## config.mk

```make
export PLATFORM = sky130hd
export DESIGN_NAME = fdme_ctrl
export DESIGN_NICKNAME = d
export VERILOG_FILES = /design/src/hw/rtl/fog_density_map_engine_core_macros.svh /design/src/hw/rtl/fdme_pkg.sv /design/src/hw/rtl/fdme_ctrl.sv
export SDC_FILE = /design/constraint.sdc
export NUM_CORES = 1
export LEC_CHECK = 0
export ABC_CLOCK_PERIOD_IN_PS = 2400
export BUFFER_PORTS_ARGS = -buffer_cell sky130_fd_sc_hd__buf_4
export CORE_ASPECT_RATIO = 0.8
export CORE_MARGIN = 3
export CORE_UTILIZATION = 54
export CTS_BUF_LIST = sky130_fd_sc_hd__clkbuf_16
export DETAILED_ROUTE_END_ITERATION = 8
export GPL_ROUTABILITY_DRIVEN = 0
export GPL_TIMING_DRIVEN = 0
export PLACE_DENSITY = 0.9
export RECOVER_POWER = 100
export SLEW_MARGIN = 20
export SYNTH_ARGS = -nofsm -noshare
export SYNTH_HDL_FRONTEND = slang
export SYNTH_SLANG_ARGS = --single-unit
```

## constraint.sdc

```tcl
create_clock -name i_clk -period 2.4 [get_ports i_clk]
set_input_delay 0.24 -clock i_clk [delete_from_list [all_inputs] [get_ports i_clk]]
set_output_delay 0.24 -clock i_clk [all_outputs]
set_load 0.1 [all_outputs]
```

## src/hw/rtl/fog_density_map_engine_core_macros.svh

```systemverilog
// assertion helpers shared by the block
`ifndef FOG_DENSITY_MAP_ENGINE_CORE_MACROS_SVH
`define FOG_DENSITY_MAP_ENGINE_CORE_MACROS_SVH

// same-cycle implication, disabled during reset
`define FDME_ASSERT_SAME(label, clk, rst_n, a, b, msg) \
    label: assert property (@(posedge clk) disable iff (!(rst_n)) (a) |-> (b)) \
        else $error(msg);

// next-cycle implication, disabled during reset
`define FDME_ASSERT_NEXT(label, clk, rst_n, a, b, msg) \
    label: assert property (@(posedge clk) disable iff (!(rst_n)) (a) |=> (b)) \
        else $error(msg);

`endif

```

## src/hw/rtl/fdme_pkg.sv

```systemverilog
`timescale 1ns / 1ps
package fdme_pkg;

    typedef enum logic [1:0] {
        OP_WRITE  = 2'd0,
        OP_TICK   = 2'd1,
        OP_STAMP  = 2'd2,
        OP_SAMPLE = 2'd3
    } t_op;

    localparam logic CFG_GAIN  = 1'b0;
    localparam logic CFG_SHIFT = 1'b1;

    localparam logic [7:0] GAIN_RESET  = 8'd192;
    localparam logic [2:0] SHIFT_RESET = 3'd3;

    localparam logic [4:0] SQRT_LAST = 5'd17;
    localparam logic [4:0] DIV_LAST  = 5'd7;
    localparam logic [4:0] TAP_LAST  = 5'd3;

    typedef enum logic [3:0] {
        S_CLEAR,
        S_IDLE,
        S_WRITE,
        S_TK_RD,
        S_TK_WR,
        S_SP_INIT,
        S_SP_SQRT,
        S_SP_CHK,
        S_SP_MUL,
        S_SP_DIV,
        S_SP_WR,
        S_SM_INIT,
        S_SM_RD,
        S_SM_ACC,
        S_DONE
    } t_state;

    typedef struct packed {
        logic       load;
        logic       clr_wr;
        logic       wr_cell;
        logic       tk_wr;
        logic       sp_init;
        logic       sp_sqrt;
        logic       sp_mul;
        logic       sp_div;
        logic       sp_wr;
        logic       sm_init;
        logic       sm_rd;
        logic       sm_acc;
        logic [1:0] sel;
        logic [7:0] x;
        logic [7:0] z;
    } t_cmd;

    typedef struct packed {
        logic dist_lt_r;
    } t_sts;

endpackage

```

## src/hw/rtl/fdme_ctrl.sv

```systemverilog
`timescale 1ns / 1ps
module fdme_ctrl #(
    parameter int MAP_WIDTH  = 64,
    parameter int MAP_HEIGHT = 64
) (
    input  logic            i_clk,
    input  logic            i_rst_n,
    input  logic            i_valid,
    input  logic [1:0]      i_op,
    output logic            o_ready,
    input  logic            i_slot_free,
    output logic            o_done,
    output logic [1:0]      o_op,
    output fdme_pkg::t_cmd  o_cmd,
    input  fdme_pkg::t_sts  i_sts
);

    fdme_pkg::t_state r_state, n_state;
    logic [7:0] r_x, n_x, r_z, n_z;
    logic [4:0] r_step, n_step;
    logic [1:0] r_op, n_op;
    logic       last_cell;

    assign last_cell = (r_x == 8'(MAP_WIDTH - 1)) && (r_z == 8'(MAP_HEIGHT - 1));
    assign o_op = r_op;

    always_ff @(posedge i_clk) begin
        if (!i_rst_n) begin
            r_state <= fdme_pkg::S_CLEAR;
            r_x     <= '0;
            r_z     <= '0;
            r_step  <= '0;
            r_op    <= '0;
        end else begin
            r_state <= n_state;
            r_x     <= n_x;
            r_z     <= n_z;
            r_step  <= n_step;
            r_op    <= n_op;
        end
    end

    always_comb begin
        n_state = r_state;
        n_x     = r_x;
        n_z     = r_z;
        n_step  = r_step;
        n_op    = r_op;
        o_ready = 1'b0;
        o_done  = 1'b0;
        o_cmd   = '0;
        o_cmd.x = r_x;
        o_cmd.z = r_z;
        o_cmd.sel = r_step[1:0];
        unique case (r_state)
            fdme_pkg::S_CLEAR: begin
                o_cmd.clr_wr = 1'b1;
                if (last_cell) begin
                    n_state = fdme_pkg::S_IDLE;
                end
            end
            fdme_pkg::S_IDLE: begin
                o_ready = 1'b1;
                if (i_valid) begin
                    o_cmd.load = 1'b1;
                    n_op = i_op;
                    n_x  = '0;
                    n_z  = '0;
                    unique case (fdme_pkg::t_op'(i_op))
                        fdme_pkg::OP_WRITE: n_state = fdme_pkg::S_WRITE;
                        fdme_pkg::OP_TICK:  n_state = fdme_pkg::S_TK_RD;
                        fdme_pkg::OP_STAMP: n_state = fdme_pkg::S_SP_INIT;
                        default:            n_state = fdme_pkg::S_SM_INIT;
                    endcase
                end
            end
            fdme_pkg::S_WRITE: begin
                o_cmd.wr_cell = 1'b1;
                n_state = fdme_pkg::S_DONE;
            end
            fdme_pkg::S_TK_RD: n_state = fdme_pkg::S_TK_WR;
            fdme_pkg::S_TK_WR: begin
                o_cmd.tk_wr = 1'b1;
                n_state = last_cell ? fdme_pkg::S_DONE : fdme_pkg::S_TK_RD;
            end
            fdme_pkg::S_SP_INIT: begin
                o_cmd.sp_init = 1'b1;
                n_step  = '0;
                n_state = fdme_pkg::S_SP_SQRT;
            end
            fdme_pkg::S_SP_SQRT: begin
                o_cmd.sp_sqrt = 1'b1;
                n_step = r_step + 5'd1;
                if (r_step == fdme_pkg::SQRT_LAST) begin
                    n_state = fdme_pkg::S_SP_CHK;
                end
            end
            fdme_pkg::S_SP_CHK: begin
                if (i_sts.dist_lt_r) begin
                    n_state = fdme_pkg::S_SP_MUL;
                end else begin
                    n_state = last_cell ? fdme_pkg::S_DONE : fdme_pkg::S_SP_INIT;
                end
            end
            fdme_pkg::S_SP_MUL: begin
                o_cmd.sp_mul = 1'b1;
                n_step  = '0;
                n_state = fdme_pkg::S_SP_DIV;
            end
            fdme_pkg::S_SP_DIV: begin
                o_cmd.sp_div = 1'b1;
                n_step = r_step + 5'd1;
                if (r_step == fdme_pkg::DIV_LAST) begin
                    n_state = fdme_pkg::S_SP_WR;
                end
            end
            fdme_pkg::S_SP_WR: begin
                o_cmd.sp_wr = 1'b1;
                n_state = last_cell ? fdme_pkg::S_DONE : fdme_pkg::S_SP_INIT;
            end
            fdme_pkg::S_SM_INIT: begin
                o_cmd.sm_init = 1'b1;
                n_step  = '0;
                n_state = fdme_pkg::S_SM_RD;
            end
            fdme_pkg::S_SM_RD: begin
                o_cmd.sm_rd = 1'b1;
                n_state = fdme_pkg::S_SM_ACC;
            end
            fdme_pkg::S_SM_ACC: begin
                o_cmd.sm_acc = 1'b1;
                n_step = r_step + 5'd1;
                n_state = (r_step == fdme_pkg::TAP_LAST) ? fdme_pkg::S_DONE
                                                         : fdme_pkg::S_SM_RD;
            end
            fdme_pkg::S_DONE: begin
                if (i_slot_free) begin
                    o_done  = 1'b1;
                    n_state = fdme_pkg::S_IDLE;
                end
            end
            default: n_state = fdme_pkg::S_IDLE;
        endcase

        // raster advance over the map
        if (o_cmd.clr_wr || o_cmd.tk_wr || o_cmd.sp_wr ||
            (r_state == fdme_pkg::S_SP_CHK && !i_sts.dist_lt_r)) begin
            if (r_x == 8'(MAP_WIDTH - 1)) begin
                n_x = '0;
                n_z = last_cell ? 8'd0 : r_z + 8'd1;
            end else begin
                n_x = r_x + 8'd1;
            end
        end
    end

endmodule

```

==> flow_summary.toml, run 1 <==
[routing]
route.antenna.remaining_nets = 0
drtIter0Drc = 242
routed_wl_um = 5040
wl_per_cell_um = 15.8
dr_total_vias = 2021
drt-pass1-iter-count = 5
viasPerCell = 6.34
drc = 0

[status]
status = "completed"

[timing]
finalSetupViolations = 0
slew_viol_final = 0
skew_ps = 2.94
rsz0062_at_grt = "false"
finalCritPeriodShare_pct = 92.4
period_needed_ps = 2220
slew-limit-headroom_pct = 21.9
worstMarginPinSlew_ps = 1180
hold_violations = 0
max_freq_mhz = 451

[logic_synthesis]
ys_seq_elements = 27
yosysSeqAreaShare_pct = 29.2
syn_inst = 236
ys_async_sr_fraction_pct = 0
synthTopCellsByArea = "dfxtp_1 29%, nor2_1 5.1%, a21oi_1 4.6%, nand2_1 4.5%, nand3_1 3.2%"
synth_nets = 247
ys_warn_count = 0
yosysUniqueCellTypes = 59
synthesis.area_um2 = 1850
avgSynthCellArea_um2 = 7.85
synth_edf_count = 0
synth_top_area_share_pct = 29.2
ys.flop_type = "dfxtp_1"
synth_top_area_cell = "dfxtp_1"

[clock_tree]
htreeDepth = 1
root_buffer = "clkbuf_16"
postCtsSetupBuffers = 0
cts.sinks = 27
clock_path_buffers = 2
cts-hold-fix-buffers = 0
numCtsBuffers = 3
clock_latency_ps = 260
clk_pin_slew_ps = 70
cts_tree = "built"

[worst_hold_path]
hp-class = "in2reg"
hold_start = "i_op[1]"
whs_path_depth = 3
min_to = "o_op[1]"

[floorplanning]
io_pins = 41
core.rowCount = 18
die_height_um = 58.4
coreArea_um2 = 3180
initial_utilization_pct = 58.3
die_area_um2 = 4170
fp.dieW_um = 71.5

[cells_and_area]
design_area_um2 = 2180
fillerInstances = 283
layout_common_cells = "26 x clkbuf_1, 25 x nor2_1, 25 x dfxtp_1"
final_common_cell = "clkbuf_1"
fin_nets = 291
area_growth_syn_to_layout_pct = 17.9
drive_above_1_share_pct = 17.2
antenna_cells = 0

[worst_setup_path]
crit_type = "reg2reg"
crit_chain = "buf_2 > or4b_1 > o21ai_1 > a21oi_1 > a21o_1 > a22o_1"
slowest_stage = "or4b_1"
critPathMaxStageDelay_ps = 550
critical_path_arrival_ps = 2380
critPathRequiredTime_ps = 2560
reg2reg_depth = 6
startpoint_type = "flop"
r2r_slack_ps = 180
reg2reg_from = "r_state[0]"
reg2reg_to = "r_z[3]"
cp_max_fo = 10
endpoint_kind = "flop"
cp-startpoint = "r_state[0]"

[global_routing]
first_global_vias = 1725
overflow = 0
antenna_found_initial = 0
grt_pass1_wl_um = 8220
grt_usage_pct = 24.5
grt_max_degree = 17

[place]
hpwl_um = 3670
portBuffers = 39
placed_cell_area_um2 = 2210

[job]
maxCapViolCount = 0

[pwr]
power_mw = 0.922
leakage_nw = 0.855
vdd_ir_drop_max_uv = 369
p_per_area_nw_per_um2 = 422
-- Yosys cell counts (3+ instances only) --
cell,instances
a211oi_1,3
a21o_1,3
a21oi_1,17
a22o_1,4
a31oi_1,6
and3_1,3
buf_2,4
buf_4,6
clkbuf_1,5
dfxtp_1,27
ha_1,4
inv_1,10
nand2_1,22
nand2b_1,6
nand3_1,12
nand4_1,4
nor2_1,25
nor2b_1,3
nor3_1,9
o21a_1,3
o21ai_0,10
-- repair_timing --
| item | CTS | global route |
|---|---|---|
| gates resized for setup | 0 | 1 |
| endpoints found under the setup margin | 0 | 1 |
| hold endpoints to repair | 0 | 0 |
-- routing by layer --
layer | wire [um] | part of all wire (%) | vias up | GRT usage, %
li1 | - | - | 951 | -
met1 | 2220 | 44 | 937 | 34.6
met2 | 2250 | 45 | 117 | 36.9
met3 | 445 | 8.8 | 16 | 4.27
met4 | 118 | 2.3 | 0 | 10.5
met5 | 0 | 0 | - | 0
-- where the power goes --
group	internal, mW	switching [mW]
registers	0.453	0.00633
clock network	0.227	0.161
logic	0.0182	0.0573
-- worst max-delay path by stage --
stage | end | slack, ps | cells after the start
floorplan | r_state[0] | -130 | 5
global placement | r_z[3] | 400 | 6
detailed placement | r_z[3] | 330 | 6
CTS | o_cmd[29] | 140 | 5
global route | r_state[3] | 30 | 6
finish | r_z[3] | 180 | 6
-- through the flow --
stage	utilization (%)	cells	hold WS (ps)	TNS [ps]	setup slack, ps
after detailed placement	69.6	315	462	0	326
after global placement	69.6	315	456	0	400
after global routing	68.8	319	271	0	31.5
after floorplan	-	236	376	-221	-126
final	68.8	319	258	0	183
after CTS	72.2	319	258	0	144
-- state kept, by name, summed over array words and instances, names as in the netlist --
signal,cells
o_op,2
r_state,4
r_step,5
r_x,8
r_z,8
-- layout make-up --
type / instances / area [um^2] / area share (%)
multi-input combinational: 183 / 1190 / 54.4
sequential: 27 / 543 / 24.9
timing repair buffer: 39 / 190 / 8.71
buffer: 16 / 91.3 / 4.18
clock buffer: 3 / 75.1 / 3.44
tap: 40 / 50.0 / 2.29
inverter: 10 / 37.5 / 1.72
clock inverter: 1 / 7.51 / 0.344
-- critical path, delay by kind of cell, from the launching register on --
kind | cells | cell delay [ps]
buffers and inverters | 1 | 220
and+or+nand+nor | 1 | 550
AOI/OAI and AO/OA | 4 | 980
DFF | 1 | 360
-- logic make-up after synthesis --
| kind of cell | count (synthesis) | share of synthesized area, % |
|---|---|---|
| compound gates | 69 | 26.2 |
| xor+xnor | 3 | 1.42 |
| fa+ha+maj | 4 | 2.70 |
| buf+inv | 26 | 7.16 |
| flops | 27 | 29.2 |
| mux | 2 | 1.15 |
| simple gates | 105 | 32.2 |
Note: power is estimated with default switching activity, not from simulation.
==> run 2: changes to the inputs <==
--- a/config.mk
+++ b/config.mk
@@ -5,16 +5,17 @@
 export SDC_FILE = /design/constraint.sdc
 export NUM_CORES = 1
 export LEC_CHECK = 0
+export ABC_AREA = 1
 export ABC_CLOCK_PERIOD_IN_PS = 2400
-export BUFFER_PORTS_ARGS = -buffer_cell sky130_fd_sc_hd__buf_4
 export CORE_ASPECT_RATIO = 0.8
 export CORE_MARGIN = 3
-export CORE_UTILIZATION = 54
+export CORE_UTILIZATION = 56
 export CTS_BUF_LIST = sky130_fd_sc_hd__clkbuf_16
 export DETAILED_ROUTE_END_ITERATION = 8
+export DONT_BUFFER_PORTS = 1
 export GPL_ROUTABILITY_DRIVEN = 0
 export GPL_TIMING_DRIVEN = 0
-export PLACE_DENSITY = 0.9
+export PLACE_DENSITY = 0.81
 export RECOVER_POWER = 100
 export SLEW_MARGIN = 20
 export SYNTH_ARGS = -nofsm -noshare
==> flow_summary.toml, run 2 <==
[worst_setup_path]
crit_type = "reg2out"
path_common_cell = "nand2_4"
startpoint_type = "flop"
reg2reg_to = "r_state[0]"
r2r_slack_ps = 130
cp_max_fo = 6
endpoint_kind = "output pin"
crit_chain = "nand2_4 > nor2_4 > nand2_4 > clkinvlp_4"
critical_path_arrival_ps = 2070
critPathRequiredTime_ps = 2160
path_delay_family = "simple AND/OR/NAND/NOR gates"
slowest_stage = "nor2_4"
critPathMaxStageDelay_ps = 630
path_buf_inv = 1
reg2reg_depth = 9
reg2reg_from = "r_z[1]"

[timing]
worst_slack_ps = 93.9
max_freq_mhz = 434
skew_ps = 3.96
worstMarginPinSlew_ps = 1220
finalCritPeriodShare_pct = 96.1
slew-limit-headroom_pct = 18.3
period_needed_ps = 2310
slew_viol_final = 0
finalSetupViolations = 0
hold_violations = 0

[logic_synthesis]
synth_top_area_share_pct = 29.7
synthTopCellsByArea = "dfxtp_1 30%, nand2_1 16%, a21oi_1 8.0%, nor2_1 7.2%, nand3_1 6.6%"
yosysSeqAreaShare_pct = 29.7
synth_top_area_cell = "dfxtp_1"
yosysUniqueCellTypes = 32
ys_seq_elements = 27
synth.most_common_cell = "nand2_1"
ys_top_cells_by_count = "79 x nand2_1, 35 x nor2_1, 29 x a21oi_1"
synth_edf_count = 0
ys_async_sr_fraction_pct = 0
synth_nets = 301
avgSynthCellArea_um2 = 6.28
ys_warn_count = 0
syn_inst = 290
synthesis.area_um2 = 1820
ys.flop_type = "dfxtp_1"

[clock_tree]
clock_path_buffers = 2
cts_tree = "built"
root_buffer = "clkbuf_16"
clock_latency_ps = 270
cts-hold-fix-buffers = 0
numCtsBuffers = 3
htreeDepth = 1
cts.sinks = 27
clk_pin_slew_ps = 70

[cells_and_area]
fin_cells = 339
reg.largest.list = "r_x x8, r_z x8, r_step x5"
drive_above_1_share_pct = 18.3
layout_common_cells = "78 x nand2_1, 30 x nor2_1, 29 x a21oi_1"
antenna_cells = 0
fin_nets = 313
design_area_um2 = 2090
final_util_pct = 71.1
final_common_cell = "nand2_1"
area_growth_syn_to_layout_pct = 14.7

[status]
status = "completed"

[job]
maxCapViolCount = 0

[floorplanning]
initial_utilization_pct = 62.0
coreArea_um2 = 2940
die_height_um = 57.0
die_area_um2 = 3980
fp.dieW_um = 69.7
core.rowCount = 17
io_pins = 41

[routing]
met2_length_um = 2110
maxUsedRoutingLayer = "met4"
route.antenna.remaining_nets = 0
wl_met1_um = 2240
routed_wl_um = 4830
dr_total_vias = 1897
drt-pass1-iter-count = 5
wl_per_cell_um = 14.2
met3WireLength_um = 412
viasPerCell = 5.60
drtIter0Drc = 180
drc = 0

[global_routing]
overflow = 0
grt_usage_pct = 24.1
grt_max_degree = 17
antenna_found_initial = 0
grt_pass1_wl_um = 7870
first_global_vias = 1718

[pwr]
vdd_ir_drop_max_uv = 1230
power_mw = 1.74
leakage_nw = 0.843
p_per_area_nw_per_um2 = 833

[place]
hpwl_um = 3510
dp.cells = 333
portBuffers = 0
pre_cts_ws_ps = -197
placed_cell_area_um2 = 1970

[worst_hold_path]
hp-class = "in2reg"
hold_start = "i_op[1]"
whs_path_depth = 2
min_to = "o_op[1]"
[run 2: per-layer routing]
metal	vias up	global-route usage, %
li1	961	-
met2	85	37.9
met4	0	6.28
met5	-	0
met1	841	33.4
met3	10	6.16
[run 2: worst register-to-register path, stage by stage (launching register included)]
cell and delay, ps:
dfxtp_2 710, ha_1 300, nand3_1 180, nor2_2 300
nand2_1 220, nand2_1 120, nand2_1 100, inv_2 90
o21ai_0 80, nor2_1 110
[run 2: final cells by class]
cell class | count | area (um^2)
inverters | 34 | 131
flip-flops and latches | 27 | 556
well taps | 38 | 47.5
multi-input cells | 223 | 1160
fillers | 247 | 847
plain buffers | 6 | 27.5
clock buffers | 3 | 75.1
clock inverters | 1 | 7.51
repair buffers | 7 | 82.6
[run 2: cell families after synthesis]
group	synth area share, %
simple gates	42.7
xor+xnor	2.41
compound gates	13.5
fa+ha+maj	2.75
flops	29.7
buf+inv	8.93
[run 2: power by group]
group          switching [mW]  internal [mW]
Combinational           0.477          0.149
Clock                   0.171          0.227
Sequential              0.229          0.486
Total                   0.877          0.862
[run 2: metrics by stage]
stage                     setup TNS (ps)  hold WS [ps]
final                                  0           114
after global routing               -20.0           118
after CTS                              0           119
after detailed placement           -1150           399
after global placement             -2060           391
after floorplan                    -26.4           385
[run 2: what timing repair did]
action | CTS | global route
setup endpoints to repair | 21 | 19
gates cloned | 0 | 0
pin swaps | 2 | 2
gates resized for setup | 8 | 8
buffers inserted | 1 | 1
[run 2: worst max-delay path by stage]
| stage | to | slack, ps | from | depth (start not counted) |
|---|---|---|---|---|
| after floorplan | r_state[1] | -10 | r_state[3] | 8 |
| after global placement | r_state[1] | -230 | r_state[3] | 8 |
| after detailed placement | r_state[0] | -200 | r_z[1] | 9 |
| after CTS | r_z[7] | 9 | r_x[2] | 8 |
| after global routing | r_state[0] | -10 | r_z[1] | 9 |
| final | o_cmd[29] | 90 | r_state[0] | 4 |
==> run 3: changes to the inputs <==
--- a/config.mk
+++ b/config.mk
@@ -6,16 +6,17 @@
 export NUM_CORES = 1
 export LEC_CHECK = 0
 export ABC_AREA = 1
-export ABC_CLOCK_PERIOD_IN_PS = 2400
+export ABC_CLOCK_PERIOD_IN_PS = 1890
 export CORE_ASPECT_RATIO = 0.8
 export CORE_MARGIN = 3
 export CORE_UTILIZATION = 56
 export CTS_BUF_LIST = sky130_fd_sc_hd__clkbuf_16
+export CTS_CLUSTER_DIAMETER = 40
 export DETAILED_ROUTE_END_ITERATION = 8
 export DONT_BUFFER_PORTS = 1
 export GPL_ROUTABILITY_DRIVEN = 0
 export GPL_TIMING_DRIVEN = 0
-export PLACE_DENSITY = 0.81
+export PLACE_DENSITY = 0.84
 export RECOVER_POWER = 100
 export SLEW_MARGIN = 20
 export SYNTH_ARGS = -nofsm -noshare
==> constraint.sdc (replaced) <==
create_clock -name i_clk -period 1.89 [get_ports i_clk]
set_input_delay 0.189 -clock i_clk [delete_from_list [all_inputs] [get_ports i_clk]]
set_output_delay 0.189 -clock i_clk [all_outputs]
set_load 0.1 [all_outputs]
==> flow_summary.toml, run 3 (synthesis results as in run 2) <==
[status]
status = "complete, but fails checks"
violations = "design-rule violations, negative setup slack"

[place]
dp.cells = 328
portBuffers = 0
pre_cts_ws_ps = -414
placed_cell_area_um2 = 1970
hpwl_um = 3570

[cells_and_area]
antenna_cells = 0
drive_above_1_share_pct = 35.3
fillerInstances = 157
final_common_cell = "nand2_1"
final_util_pct = 86.0
fin_nets = 332
fin_cells = 358
layout_common_cells = "67 x nand2_1, 25 x inv_1, 24 x nor2_1, 24 x a21oi_1, 23 x nand3_1"
area_growth_syn_to_layout_pct = 38.6
reg.largest.list = "r_x x8, r_z x8, r_step x5"
design_area_um2 = 2520

[floorplanning]
fp.dieW_um = 69.7
io_pins = 41
die_height_um = 57.0
initial_utilization_pct = 62.0
core.rowCount = 17
die_area_um2 = 3980
coreArea_um2 = 2940

[pwr]
vdd_ir_drop_max_uv = 933
leakage_nw = 0.982
p_per_area_nw_per_um2 = 1030
power_mw = 2.61

[global_routing]
antenna_found_initial = 0
first_global_vias = 1703
grt_pass1_wl_um = 7980
grt_max_degree = 17
overflow = 0
grt_usage_pct = 24.7

[clock_tree]
clock_path_buffers = 2
cts-hold-fix-buffers = 0
root_buffer = "clkbuf_16"
numCtsBuffers = 3
clock_latency_ps = 270
cts.sinks = 27
htreeDepth = 1
cts_tree = "built"
clk_pin_slew_ps = 70

[timing]
timing.hold.ws_ps = 88.7
finalCritPeriodShare_pct = 115
max_freq_mhz = 461
setup_tns_ps = -5060
period_needed_ps = 2170
worstMarginPinSlew_ps = 1000
slew_viol_final = 0
skew_ps = 6.03
slew-limit-headroom_pct = 33.1
finalSetupViolations = 24
hold_violations = 0
worst_slack_ps = -281
rsz0062_at_grt = "true"

[worst_setup_path]
startpoint_type = "flop"
endpoint_kind = "output pin"
critical_path_arrival_ps = 1980
cp_max_fo = 6
crit_type = "reg2out"
critPathRequiredTime_ps = 1700

[routing]
wl_met1_um = 2550
dr_total_vias = 2358
drtIter0Drc = 442
maxUsedRoutingLayer = "met4"
drt-pass1-iter-count = 8
met2_length_um = 3290
route.antenna.remaining_nets = 0
met3WireLength_um = 944
viasPerCell = 6.59
routed_wl_um = 7330
drc = 2
wl_per_cell_um = 20.5

[worst_hold_path]
hp-class = "in2reg"

[job]
maxCapViolCount = 0
==> run 3: cell count changes in the layout (fill, tap and decap cells not counted), sizes merged <==
| cell | previous run | this run |
|---|---|---|
| clkinvlp | 2 | 3 |
| clkbuf | 8 | 5 |
| inv | 32 | 31 |
| buf | 8 | 30 |
==> run 3: area by class of cell <==
class	count	area [um^2]	area share, %
Buffer	6	45.0	1.78
Clock buffer	3	75.1	2.97
Clock inverter	1	7.51	0.297
Inverter	34	150	5.95
Multi-Input combinational cell	223	1360	54.0
Sequential cell	27	606	24.0
Tap cell	38	47.5	1.88
Timing Repair Buffer	26	230	9.12
==> run 3: worst paths after layout <==
path,startpoint,to,slack (ps),cells past startpoint
min,i_op[0],o_op[0],90,2
max reg2reg,r_state[1],r_x[6],-270,8
max,r_state[1],o_cmd[29],-280,5
min reg2reg,r_step[4],r_step[4],510,2
==> run 3: what timing repair did <==
item / 4_1_cts / 5_1_grt
gates resized for setup: 26 / 50
buffers inserted: 7 / 18
pin swaps: 11 / 24
gates cloned: 0 / 1
endpoints found under the setup margin: 33 / 30
==> run 3: power by group <==
group          switching [mW]  internal, mW  total [mW]
clock network           0.221         0.289       0.510
logic                   0.796         0.371        1.17
registers               0.312         0.618       0.930
==> run 3: critical path: stages (launching register included) <==
cell        delay (ps)
dfxtp_4            370
inv_6               90
nand2_8             60
nor2_4             600
nand2_4            120
clkinvlp_4         450
==> run 3: per-layer routing <==
layer	vias to the layer above	track usage, %
met5	-	0
met3	72	6.51
met2	244	40.4
met1	1034	33.2
li1	1008	-
met4	0	5.74
